==> config.mk <==
export PLATFORM = sky130hd
export DESIGN_NAME = ascii_to_u64_parser_top
export DESIGN_NICKNAME = d
export VERILOG_FILES = /design/src/hw/rtl/a2u_pkg.sv /design/src/hw/rtl/a2u_front.sv /design/src/hw/rtl/a2u_queue.sv /design/src/hw/rtl/a2u_back.sv /design/src/hw/rtl/ascii_to_u64_parser_top.sv
export SDC_FILE = /design/constraint.sdc
export NUM_CORES = 1
export LEC_CHECK = 0
export BUFFER_PORTS_ARGS = -buffer_cell sky130_fd_sc_hd__buf_2
export CAP_MARGIN = 20
export CORE_UTILIZATION = 55
export CTS_CLUSTER_DIAMETER = 40
export CTS_CLUSTER_SIZE = 8
export DETAILED_ROUTE_END_ITERATION = 7
export HOLD_SLACK_MARGIN = 0.15
export PLACE_DENSITY = 0.81
export SKIP_CTS_REPAIR_TIMING = 1
export SLEW_MARGIN = 40
export SYNTH_ARGS = -nofsm -noshare
export SYNTH_HDL_FRONTEND = slang
export SYNTH_SLANG_ARGS = --single-unit
==> constraint.sdc <==
create_clock -name clk -period 7.69 [get_ports clk]
set_input_delay 1.1535 -clock clk [delete_from_list [all_inputs] [get_ports clk]]
set_output_delay 1.1535 -clock clk [all_outputs]
set_load 0.05 [all_outputs]
==> src/hw/rtl/a2u_pkg.sv <==
// ----------------------------------------------------------------------------
// a2u_pkg
// shared types and constants of the ascii to u64 parser
// ----------------------------------------------------------------------------
package a2u_pkg;

	localparam int unsigned QDEPTH = 4;
	localparam int unsigned QAW    = $clog2(QDEPTH);

	localparam logic [2:0] ST_OK        = 3'd0;
	localparam logic [2:0] ST_BAD_DEC   = 3'd1;
	localparam logic [2:0] ST_OVF_DEC   = 3'd2;
	localparam logic [2:0] ST_BAD_HEX   = 3'd3;
	localparam logic [2:0] ST_OVF_HEX   = 3'd4;
	localparam logic [2:0] ST_EMPTY_HEX = 3'd5;

	localparam logic [63:0] DEC_TOP = 64'd1844674407370955161;

	// classified character
	typedef struct packed {
		logic [7:0] ch;
		logic [3:0] digit;
		logic       is_dec;
		logic       is_hex;
		logic       is_zero;
		logic       is_x;
		logic       last;
	} item_t;

	typedef struct packed {
		logic full;
		logic empty;
	} qstat_t;

endpackage

==> src/hw/rtl/a2u_front.sv <==
// ----------------------------------------------------------------------------
// a2u_front
// accepts characters, classifies them and pushes them into the queue
// ----------------------------------------------------------------------------
module a2u_front (
	input  logic            clk,
	input  logic            arst_n,
	input  logic            char_valid,
	output logic            char_stall,
	input  logic [7:0]      char_code,
	input  logic            is_last,
	input  a2u_pkg::qstat_t q_stat,
	output logic            q_push,
	output a2u_pkg::item_t  q_item
);
	import a2u_pkg::*;

	localparam logic [7:0] CH_ZERO = 8'h30;
	localparam logic [7:0] CH_NINE = 8'h39;
	localparam logic [7:0] CH_LA   = 8'h61;
	localparam logic [7:0] CH_LF   = 8'h66;
	localparam logic [7:0] CH_UA   = 8'h41;
	localparam logic [7:0] CH_UF   = 8'h46;
	localparam logic [7:0] CH_LX   = 8'h78;
	localparam logic [7:0] CH_UX   = 8'h58;

	item_t cls;
	item_t item_s1;
	logic  valid_s1;
	logic  adv;
	logic  is_alpha;

	always_comb begin
		cls.ch      = char_code;
		cls.is_dec  = (char_code >= CH_ZERO) && (char_code <= CH_NINE);
		is_alpha    = ((char_code >= CH_LA) && (char_code <= CH_LF)) ||
		              ((char_code >= CH_UA) && (char_code <= CH_UF));
		cls.is_hex  = cls.is_dec || is_alpha;
		cls.is_zero = (char_code == CH_ZERO);
		cls.is_x    = (char_code == CH_LX) || (char_code == CH_UX);
		cls.last    = is_last;
		priority if (cls.is_dec) begin
			cls.digit = char_code[3:0];
		end else if (is_alpha) begin
			cls.digit = char_code[3:0] + 4'd9;
		end else begin
			cls.digit = 4'd0;
		end
	end

	assign adv        = !valid_s1 || !q_stat.full;
	assign char_stall = !adv;
	assign q_push     = valid_s1 && !q_stat.full;
	assign q_item     = item_s1;

	always_ff @(posedge clk or negedge arst_n) begin
		if (!arst_n) begin
			valid_s1 <= 1'b0;
		end else if (adv) begin
			valid_s1 <= char_valid;
		end
	end

	always_ff @(posedge clk) begin
		if (adv && char_valid) begin
			item_s1 <= cls;
		end
	end

endmodule

==> src/hw/rtl/a2u_queue.sv <==
// ----------------------------------------------------------------------------
// a2u_queue
// short queue of classified items between front and back
// ----------------------------------------------------------------------------
module a2u_queue (
	input  logic            clk,
	input  logic            arst_n,
	input  logic            push,
	input  a2u_pkg::item_t  wr_item,
	input  logic            pop,
	output a2u_pkg::item_t  rd_item,
	output a2u_pkg::qstat_t stat
);
	import a2u_pkg::*;

	item_t          mem_q [QDEPTH];
	logic [QAW-1:0] wr_ptr_q;
	logic [QAW-1:0] rd_ptr_q;
	logic [QAW:0]   cnt_q;

	assign stat.full  = (cnt_q == (QAW+1)'(QDEPTH));
	assign stat.empty = (cnt_q == '0);
	assign rd_item    = mem_q[rd_ptr_q];

	always_ff @(posedge clk or negedge arst_n) begin
		if (!arst_n) begin
			wr_ptr_q <= '0;
			rd_ptr_q <= '0;
			cnt_q    <= '0;
		end else begin
			if (push) begin
				wr_ptr_q <= (wr_ptr_q == QAW'(QDEPTH - 1)) ? '0 : wr_ptr_q + 1'b1;
			end
			if (pop) begin
				rd_ptr_q <= (rd_ptr_q == QAW'(QDEPTH - 1)) ? '0 : rd_ptr_q + 1'b1;
			end
			unique case ({push, pop})
				2'b10:   cnt_q <= cnt_q + 1'b1;
				2'b01:   cnt_q <= cnt_q - 1'b1;
				default: cnt_q <= cnt_q;
			endcase
		end
	end

	always_ff @(posedge clk) begin
		if (push) begin
			mem_q[wr_ptr_q] <= wr_item;
		end
	end

endmodule

==> src/hw/rtl/a2u_back.sv <==
// ----------------------------------------------------------------------------
// a2u_back
// accumulates digits, latches the first error and registers the result
// ----------------------------------------------------------------------------
module a2u_back (
	input  logic            clk,
	input  logic            arst_n,
	input  a2u_pkg::qstat_t q_stat,
	input  a2u_pkg::item_t  q_item,
	output logic            q_pop,
	output logic            res_valid,
	input  logic            res_stall,
	output logic [63:0]     value,
	output logic [2:0]      status,
	output logic [7:0]      bad_char
);
	import a2u_pkg::*;

	typedef enum logic [1:0] {
		POS_FIRST,
		POS_SECOND,
		POS_REST,
		POS_HEXDIG
	} pos_t;

	logic [63:0] acc_q, acc_n;
	pos_t        pos_q, pos_n;
	logic        hex_q, hex_n;
	logic        fz_q, fz_n;
	logic [2:0]  err_q, err_n;
	logic [7:0]  ech_q, ech_n;
	logic        res_valid_q;
	logic [63:0] value_q;
	logic [2:0]  status_q;
	logic [7:0]  bad_char_q;

	logic [63:0] dec_prod;
	logic [64:0] dec_sum;
	logic        ok;
	logic        do_dec;
	logic        do_hex;
	logic [2:0]  fin_status;

	assign q_pop = !q_stat.empty && (!res_valid_q || !res_stall);

	always_comb begin
		acc_n    = acc_q;
		pos_n    = pos_q;
		hex_n    = hex_q;
		fz_n     = fz_q;
		err_n    = err_q;
		ech_n    = ech_q;
		ok       = (err_q == ST_OK);
		do_dec   = 1'b0;
		do_hex   = 1'b0;
		dec_prod = (acc_q << 3) + (acc_q << 1);
		dec_sum  = {1'b0, dec_prod} + {61'd0, q_item.digit};

		unique case (pos_q)
			POS_FIRST: begin
				fz_n   = q_item.is_zero;
				do_dec = ok;
				pos_n  = POS_SECOND;
			end
			POS_SECOND: begin
				if (fz_q && q_item.is_x && ok) begin
					hex_n = 1'b1;
					acc_n = '0;
				end else begin
					do_dec = ok;
				end
				pos_n = POS_REST;
			end
			POS_REST, POS_HEXDIG: begin
				if (hex_q) begin
					do_hex = ok;
					pos_n  = POS_HEXDIG;
				end else begin
					do_dec = ok;
				end
			end
		endcase

		if (do_dec) begin
			priority if (acc_q > DEC_TOP) begin
				err_n = ST_OVF_DEC;
				ech_n = 8'd0;
			end else if (!q_item.is_dec) begin
				err_n = ST_BAD_DEC;
				ech_n = q_item.ch;
			end else if (dec_sum[64]) begin
				err_n = ST_OVF_DEC;
				ech_n = 8'd0;
			end else begin
				acc_n = dec_sum[63:0];
			end
		end

		if (do_hex) begin
			priority if (acc_q[63:60] != 4'd0) begin
				err_n = ST_OVF_HEX;
				ech_n = 8'd0;
			end else if (!q_item.is_hex) begin
				err_n = ST_BAD_HEX;
				ech_n = q_item.ch;
			end else begin
				acc_n = {acc_q[59:0], q_item.digit};
			end
		end

		if ((err_n == ST_OK) && hex_n && (pos_n != POS_HEXDIG)) begin
			fin_status = ST_EMPTY_HEX;
		end else begin
			fin_status = err_n;
		end
	end

	always_ff @(posedge clk or negedge arst_n) begin
		if (!arst_n) begin
			acc_q       <= '0;
			pos_q       <= POS_FIRST;
			hex_q       <= 1'b0;
			fz_q        <= 1'b0;
			err_q       <= ST_OK;
			ech_q       <= 8'd0;
			res_valid_q <= 1'b0;
		end else begin
			if (q_pop) begin
				if (q_item.last) begin
					acc_q <= '0;
					pos_q <= POS_FIRST;
					hex_q <= 1'b0;
					fz_q  <= 1'b0;
					err_q <= ST_OK;
					ech_q <= 8'd0;
				end else begin
					acc_q <= acc_n;
					pos_q <= pos_n;
					hex_q <= hex_n;
					fz_q  <= fz_n;
					err_q <= err_n;
					ech_q <= ech_n;
				end
			end
			if (q_pop && q_item.last) begin
				res_valid_q <= 1'b1;
			end else if (!res_stall) begin
				res_valid_q <= 1'b0;
			end
		end
	end

	always_ff @(posedge clk) begin
		if (q_pop && q_item.last) begin
			value_q    <= (fin_status == ST_OK) ? acc_n : 64'd0;
			status_q   <= fin_status;
			bad_char_q <= ((fin_status == ST_BAD_DEC) || (fin_status == ST_BAD_HEX))
			              ? ech_n : 8'd0;
		end
	end

	assign res_valid = res_valid_q;
	assign value     = value_q;
	assign status    = status_q;
	assign bad_char  = bad_char_q;

endmodule

==> src/hw/rtl/ascii_to_u64_parser_top.sv <==
// ----------------------------------------------------------------------------
// ascii_to_u64_parser_top
// parses a decimal or 0x-prefixed hex text into an unsigned 64-bit value
// ----------------------------------------------------------------------------
//  channel | handshake              | payload
//  --------+------------------------+---------------------------------
//  char    | char_valid, char_stall | char_code[7:0], is_last
//  res     | res_valid, res_stall   | value[63:0], status[2:0], bad_char[7:0]
//
//  one character per cycle sustained while the queue is not full and res does not
//  stall, set by the multiply-by-ten and add of the accumulator in the back part
//  a result passes the front register and the queue before it is registered in the back part
//  arst_n clears all control state and the parse state; no clearing pass
//  a four-item queue lets the front keep taking characters while res stalls
// ----------------------------------------------------------------------------
module ascii_to_u64_parser_top (
	input  logic        clk,
	input  logic        arst_n,
	input  logic        char_valid,
	output logic        char_stall,
	input  logic [7:0]  char_code,
	input  logic        is_last,
	output logic        res_valid,
	input  logic        res_stall,
	output logic [63:0] value,
	output logic [2:0]  status,
	output logic [7:0]  bad_char
);
	import a2u_pkg::*;

	qstat_t q_stat;
	logic   q_push;
	logic   q_pop;
	item_t  q_wr_item;
	item_t  q_rd_item;

	a2u_front u_front (
		.clk        (clk),
		.arst_n     (arst_n),
		.char_valid (char_valid),
		.char_stall (char_stall),
		.char_code  (char_code),
		.is_last    (is_last),
		.q_stat     (q_stat),
		.q_push     (q_push),
		.q_item     (q_wr_item)
	);

	a2u_queue u_queue (
		.clk     (clk),
		.arst_n  (arst_n),
		.push    (q_push),
		.wr_item (q_wr_item),
		.pop     (q_pop),
		.rd_item (q_rd_item),
		.stat    (q_stat)
	);

	a2u_back u_back (
		.clk       (clk),
		.arst_n    (arst_n),
		.q_stat    (q_stat),
		.q_item    (q_rd_item),
		.q_pop     (q_pop),
		.res_valid (res_valid),
		.res_stall (res_stall),
		.value     (value),
		.status    (status),
		.bad_char  (bad_char)
	);

	a_no_push_full: assert property (@(posedge clk) disable iff (!arst_n)
		q_push |-> !q_stat.full)
		else $error("push into full queue");

	a_no_pop_empty: assert property (@(posedge clk) disable iff (!arst_n)
		q_pop |-> !q_stat.empty)
		else $error("pop from empty queue");

	a_err_value_zero: assert property (@(posedge clk) disable iff (!arst_n)
		(res_valid && (status != ST_OK)) |-> (value == 64'd0))
		else $error("nonzero value with error status");

	a_bad_char_code: assert property (@(posedge clk) disable iff (!arst_n)
		(res_valid && (bad_char != 8'd0)) |-> ((status == ST_BAD_DEC) || (status == ST_BAD_HEX)))
		else $error("bad_char set without bad digit status");

	a_stall_when_full: assert property (@(posedge clk) disable iff (!arst_n)
		(q_stat.full && !q_pop && $past(q_push)) |-> ##0 (q_push == 1'b0))
		else $error("queue accepted item while full");

endmodule

# Word level (Yosys, flattened, before mapping)
# Memories as Yosys holds them, arrays and structs flattened.
# Index checks and enable logic that the tools add are counted.
[word_totals]
output_inout_bits = 77
memories = 1
input_bits = 13
mem_bits_rw = 68
wordCells = 133
register_bits = 180
[mem_list]
columns = ["name", "depth", "width", "rd", "rd_clocked_by_memory_dff", "wr", "line_no", "rtl"]
rows = [
  ["u_queue.mem_q", 4, 17, 1, 0, 1, "a2u_queue.sv:16", "item_t mem_q [QDEPTH];"],
]
[classes]
n_reduce_logical = 33
n_addsub = 7
mux = 49
n_eq_ne = 15
n_lt_le_gt_ge = 7
[ops]
columns = ["op", "n"]
rows = [
  ["64-bit two-way mux", 10],
  ["64-bit by 4-bit adder with 65-bit output", 1],
  ["64-bit adder", 1],
  ["64-bit by 61-bit > comparator with 1-bit output (second input constant)", 1],
  ["8-bit two-way mux", 8],
  ["3-bit two-way mux", 9],
  ["8-bit by 7-bit equality test with 1-bit output (second input constant)", 2],
  ["8-bit by 7-bit greater-or-equal comparator with 1-bit output (second input constant)", 2],
  ["8-bit by 7-bit <= comparator with 1-bit output (second input constant)", 2],
  ["1-bit two-way mux", 13],
  ["3-bit logical NOT", 4],
  ["1-bit logical AND", 11],
  ["2-bit equality test (second input constant)", 5],
  ["8-bit by 6-bit equality test with 1-bit output (second input constant)", 1],
  ["8-bit by 6-bit greater-or-equal comparator with 1-bit output (second input constant)", 1],
  ["8-bit by 6-bit <= comparator with 1-bit output (second input constant)", 1],
  ["2-bit two-way mux", 4],
  ["4-bit two-way mux", 2],
  ["1-bit logical NOT", 6],
  ["1-bit logical OR", 6],
  ["2-bit one-hot mux with 3 select lines", 1],
  ["3-bit one-hot mux with 2 select lines", 1],
  ["2-bit by 1-bit adder with 2-bit output (second input constant)", 2],
  ["4-bit adder (second input constant)", 1],
  ["14 further kinds", 16],
]

# Logic depth before layout (Yosys ltp)
[logic_depth]
ltp_word = 15
depth_mapped = 20
ltp_nobuf = 17

# By module
# Synthesis repeated with hierarchy kept, for this count alone.
[unflattened]
cells_unflattened = 1820
hier_area_um2 = 16988.8
[by_module_without_submodules]
columns = ["mod", "cells_per_inst", "area_per_inst_um2", "instances"]
rows = [
  ["a2u_back", 1641, 13271.5, 1],
  ["a2u_queue", 127, 2915.3, 1],
  ["a2u_front", 52, 802.0, 1],
]

# Least setup slack after synthesis
# No wires, ideal clock.
[synth_timing]
kind = "flip-flop to flip-flop"
start = "reg u_queue.rd_ptr_q[0]"
end = "reg u_back.value_q[61], in the netlist u_back.value[61] (data pin)"
arrival_ns = 5.028
path_slack_ns = 2.395
setup_time_ns = 0.267
path_stages_with_launch = 20
n_path_buf = 4
cell_sequence = "dfrtp_1 clkbuf_1 mux4_2 ha_1 a21o_1 a21oi_1 or3_1 nor4_1 nand4b_1 nor4_2 nor2b_1 nand4_2 nor3_4 a31oi_1 and3b_1 buf_6 nand2_1 buf_4 buf_4 nor2_1"
[synth_between]
elab_chain_cells = 14
[synth_rtl]
columns = ["item", "line_no", "rtl"]
rows = [
  ["start: declaration", "a2u_queue.sv:18", "logic [QAW-1:0] rd_ptr_q;"],
  ["start signal: assignment", "a2u_queue.sv:35", "rd_ptr_q <= (rd_ptr_q == QAW'(QDEPTH - 1)) ? '0 : rd_ptr_q + 1'b1;"],
  ["memory 4 x 17 bit *", "-", ""],
  ["64-bit by 4-bit adder with 65-bit output / 1-bit logical AND (equally long branches)", "a2u_back.sv:57, a2u_back.sv:66", ""],
  ["3-bit two-way mux / 1-bit logical AND (equally long branches)", "a2u_back.sv:91, a2u_back.sv:66", ""],
  ["3-bit two-way mux / 1-bit two-way mux (equally long branches)", "a2u_back.sv:88, a2u_back.sv:66", ""],
  ["3-bit two-way mux / 1-bit one-hot mux with 3 select lines (equally long branches)", "a2u_back.sv:85, a2u_back.sv:59", ""],
  ["3-bit two-way mux", "a2u_back.sv:84", "if (do_dec) begin"],
  ["3-bit two-way mux", "a2u_back.sv:103", "end else if (!q_item.is_hex) begin"],
  ["3-bit two-way mux", "a2u_back.sv:100", "priority if (acc_q[63:60] != 4'd0) begin"],
  ["3-bit two-way mux", "a2u_back.sv:99", "if (do_hex) begin"],
  ["3-bit logical NOT", "a2u_back.sv:111", "if ((err_n == ST_OK) && hex_n && (pos_n != POS_HEXDIG)) begin"],
  ["1-bit logical AND (2 in series)", "a2u_back.sv:111", ""],
  ["3-bit two-way mux", "a2u_back.sv:111", ""],
  ["3-bit logical NOT", "a2u_back.sv:155", "value_q <= (fin_status == ST_OK) ? acc_n : 64'd0;"],
  ["end signal: assignment", "a2u_back.sv:155", ""],
  ["end: declaration", "a2u_back.sv:33", "logic [63:0] value_q;"],
]
# Mark *: on every way between the ends. The rest lies on a longest branch, timed or not.
# A chain may end at the register's enable or synchronous reset.

# Worst setup path in the final report
[layout_timing]
start = "reg u_queue.rd_ptr_q[0]"
end = "reg u_back.value_q[52], in the netlist u_back.value[52] (data pin)"
# The elaborated chain is that of the path after synthesis.

==> metrics.md <==
| Metric | Value |
|---|---|
| Status | `completed` |
| Synth Instances | `between 1500 and 2000` |
| Post-Syn Nets | `between 1500 and 2000` |
| Fin crit share | `85.2%` |
| CP startpoint kind | `register` |
| Root Buffer | `clkbuf_16` |
| Core area | `between 30000 and 40000 um^2` |
| Fmax | `between 0.15 and 0.2 GHz` |
| Register Area | `around 7000 um^2` |
| Period minus WS final | `6.55 ns` |
| Max incr delay on CP | `about 0.58 ns` |
| H-tree depth | `2` |
| Total GRT Usage | `between 30% and 40%` |
| Final Skew | `about 0.024 ns` |
| FFs w/ async S/R, synth | `between 30% and 40%` |
| Hold Path Class | `reg2reg` |
| Dominant cell type by area after synthesis | `edfxtp_1` |
| Chip width | `178 um` |
| Port bufs | `between 80 and 90` |
| Max_cap viols | `0` |
| Hold Vio Cnt, Final | `0` |
| Filler cell count | `2482` |
| Row cnt | `64` |
| Total grt overflow | `0` |
| Setup WS post-layout | `between 1 and 1.5 ns` |
| Worst hold margin | `roughly 0.5 ns` |
| # IOs | `90` |
| Clk pin slew, worst setup/hold paths | `0.05 ns` |
| Netlist cell types | `between 90 and 100` |
| Main synth FF type | `edfxtp_1` |
| DP HPWL | `roughly 42 mm` |
| Maximum vdd ir drop | `approximately 0.36 mV` |
| CP Data Arrival Time | `6.79 ns` |
| Routed Antenna Nets | `0` |
| Routed WL | `57.4 mm` |
| Sequential area share after synthesis | `approximately two fifths` |
| Top cells by area, synth | `edfxtp_1, dfrtp_1, ha_1` |
| Area delta synth->final | `11.1%` |
| Slowest CP cell | `mux4_2` |
| Final Setup Violations | `0` |
| Antenna violations before repair | `1` |
| Vias in the first global route | `between 10000 and 15000` |
| Global-route wire length before repair | `roughly 87 mm` |
| Number of synthesized flops with an enable pin | `between 150 and 200` |
| # clock sinks | `roughly 250` |
| Least-Margin Pin Slew | `around 0.86 ns` |
| Yosys top cell area share | `approximately 28%` |
| Cts bufs inserted | `39` |
| Largest net degree at the start of global routing | `64` |
| N_diodes | `0` |
| Final TNS setup | `0 ns` |
| Cell Area, Synth | `17000 um^2` |
| CP Cell Sequence | `mux4_2 -> ha_1 -> a21o_1 -> a21oi_1 -> or3_1 -> nor4_1 -> nand4b_1 -> nor4_2 -> nor2b_1 -> nand4_2 -> nor3_4 -> a31oi_1 -> and3b_1 -> nand2_2 -> buf_4 -> nor3_1` |
| WL/cell | `roughly 25 um` |
| Residual DRC count | `0` |
| Util after Layout | `around three fifths` |
| Initial core utilization | `between 50 and 60%` |
| Max-slew violation count | `0` |
| Layout cells sized above 1 | `between 10 and 15%` |
| Worst EP required | `approximately 8 ns` |
| RePlAce Congestion | `0.999` |
| Clock latency on the worst-skew pair | `roughly 0.53 ns` |
| Die area | `between 30000 and 40000 um^2` |
| Via count | `about 16000` |
| DR vias/cell | `about 7` |
| CTS tree | `yes` |
| Leakage power total | `7.07 nW` |
| Syn avg cell area | `9.33 um^2` |
| Slew headroom | `a little over two fifths` |
| Bufs on Longest Clock Path | `3` |
| Ys Warns | `0` |
| Worst-path fanout max | `30` |
| Die height | `about 180 um` |
| Nets | `between 1500 and 2000` |
| Crit. End Element | `register` |
| Pre-CTS setup slack | `roughly 1.4 ns` |
| P per Cell Area | `approximately 400 nW/um^2` |
| Yosys reg bits | `about 250` |
| Multi-input combinational cell area | `about 9500 um^2` |
| RSZ-0062 raised after global routing | `false` |
| First drt pass iteration count | `6` |
| Setup Crit Path Kind | `reg2reg` |
| DRT iter0 DRCs | `2252` |
==> cell families (layout without fill, tap and decap cells) <==
logic type               count (synthesis)  in the layout  synth area share [%]
AO/OA/AOI/OAI                          529            529                  21.6
XOR/XNOR                               105            105                  5.45
flip-flops                             248            248                  41.2
buffers and inverters                  118            208                  3.02
AND/OR/NAND/NOR                        725            725                  20.5
adder cells (fa/ha/maj)                 75             75                  5.65
multiplexers                            23             23                  2.63
==> critical path, delay by kind of cell (launching register included) <==
family / cells / cell delay (ns)
fa+ha+maj: 1 / 0.30
simple gates: 10 / 4.00
compound gates: 3 / 0.39
flops: 1 / 0.55
mux: 1 / 0.58
buf+inv: 1 / 0.43
==> per-stage QoR <==
stage / cell area, um^2 / power [mW] / std cells
after global routing: 18900 / 7.85 / 2309
after CTS: 18900 / 7.48 / 2309
after detailed placement: 17800 / 5.88 / 2240
after global placement: 17700 / 5.80 / 2239
final: 18900 / 7.57 / 2309
after floorplan: 17000 / 4.87 / 1823
==> final timing paths <==
check	startpoint	end	slack, ns	depth (start not counted)
worst max register to register	u_queue.rd_ptr_q[0]$_DFFE_PN0P_	u_back.value[52]$_SDFFCE_PP0P_	1.14	16
max in group asynchronous	arst_n	u_back.acc_q[48]$_DFFE_PN0P_	6.15	2
worst max-delay path	u_queue.rd_ptr_q[0]$_DFFE_PN0P_	u_back.value[52]$_SDFFCE_PP0P_	1.14	16
worst min register to register	u_front.q_item[6]$_DFFE_PP_	u_queue.mem_q[0][6]$_DFFE_PP_	0.51	0
min in group asynchronous	arst_n	u_queue.wr_ptr_q[0]$_DFFE_PN0P_	0.54	1
worst min-delay path	u_front.q_item[6]$_DFFE_PP_	u_queue.mem_q[0][6]$_DFFE_PP_	0.51	0
==> power by group <==
group          internal (mW)  leakage (nW)  switching, mW
combinational           1.01          3.80           2.70
sequential              1.98          2.72          0.329
clock                  0.948         0.550          0.602
total                   3.94          7.07           3.63
==> sequential cells by signal, summed over array words and instances, names as in the netlist <==
name              cells
u_front.q_item       17
u_queue.cnt_q         3
u_back.res_valid      1
u_back.ech_q          8
u_queue.rd_ptr_q      2
u_back.bad_char       8
u_back.hex_q          1
u_back.acc_q         64
u_back.pos_q          2
u_front.valid_s1      1
u_back.status         3
u_back.value         64
u_back.err_q          3
u_queue.mem_q        68
u_back.fz_q           1
u_queue.wr_ptr_q      2
==> synth_stat cells (6+ instances only) <==
| cell | number |
|---|---|
| a211oi_1 | 22 |
| a21o_1 | 26 |
| a21oi_1 | 121 |
| a221o_1 | 12 |
| a221oi_1 | 8 |
| a22o_1 | 17 |
| a22oi_1 | 19 |
| a311oi_1 | 9 |
| a31oi_1 | 16 |
| a32o_1 | 17 |
| and2_1 | 8 |
| and3_1 | 27 |
| and3b_1 | 6 |
| buf_2 | 29 |
| clkbuf_1 | 43 |
| dfrtp_1 | 88 |
| edfxtp_1 | 160 |
| ha_1 | 72 |
| inv_1 | 35 |
| mux4_2 | 17 |
| nand2_1 | 209 |
| nand2b_1 | 16 |
| nand3_1 | 49 |
| nand4_1 | 47 |
| nor2_1 | 212 |
| nor2b_1 | 16 |
| nor3_1 | 56 |
| nor4_1 | 23 |
| o211ai_1 | 25 |
| o21a_1 | 11 |
| o21ai_0 | 100 |
| o21ai_1 | 13 |
| o21bai_1 | 6 |
| o22ai_1 | 7 |
| o2bb2ai_1 | 17 |
| o31ai_1 | 14 |
| or3_1 | 12 |
| xnor2_1 | 66 |
| xor2_1 | 38 |
==> final cells by class <==
| class | count | share of cell area [%] |
|---|---|---|
| sequential | 248 | 37.1 |
| clock inverter | 9 | 0.483 |
| multi-input combinational | 1457 | 50.5 |
| clock buffer | 60 | 5.58 |
| timing repair buffer | 104 | 3.05 |
| tap | 396 | 2.62 |
| inverter | 35 | 0.695 |
==> cell usage in the layout (no fill, tap or decap), drive strengths merged, types with 14 or more instances in the layout <==
cell type	n
buf	104
nor2b	16
o21ai	115
nor3	58
nor4	26
or3	14
a32o	17
a31oi	16
a211oi	24
nand2b	16
o211ai	26
xor2	39
a21o	26
nand2	209
nand4	48
o31ai	14
inv	36
a22o	17
edfxtp	160
and3	27
ha	72
xnor2	66
a21oi	122
dfrtp	88
mux4	17
o2bb2ai	17
nand3	49
a22oi	19
nor2	212
clkbuf	60
==> layer usage <==
layer	global-route usage (%)	up-vias	share of wire, %
met5	0	-	0.023
met4	15.7	2	5.0
met3	5.68	209	9.3
met2	57.6	1124	46
met1	48.0	7660	40
li1	-	7096	-
(Power assumes the default switching activity.)
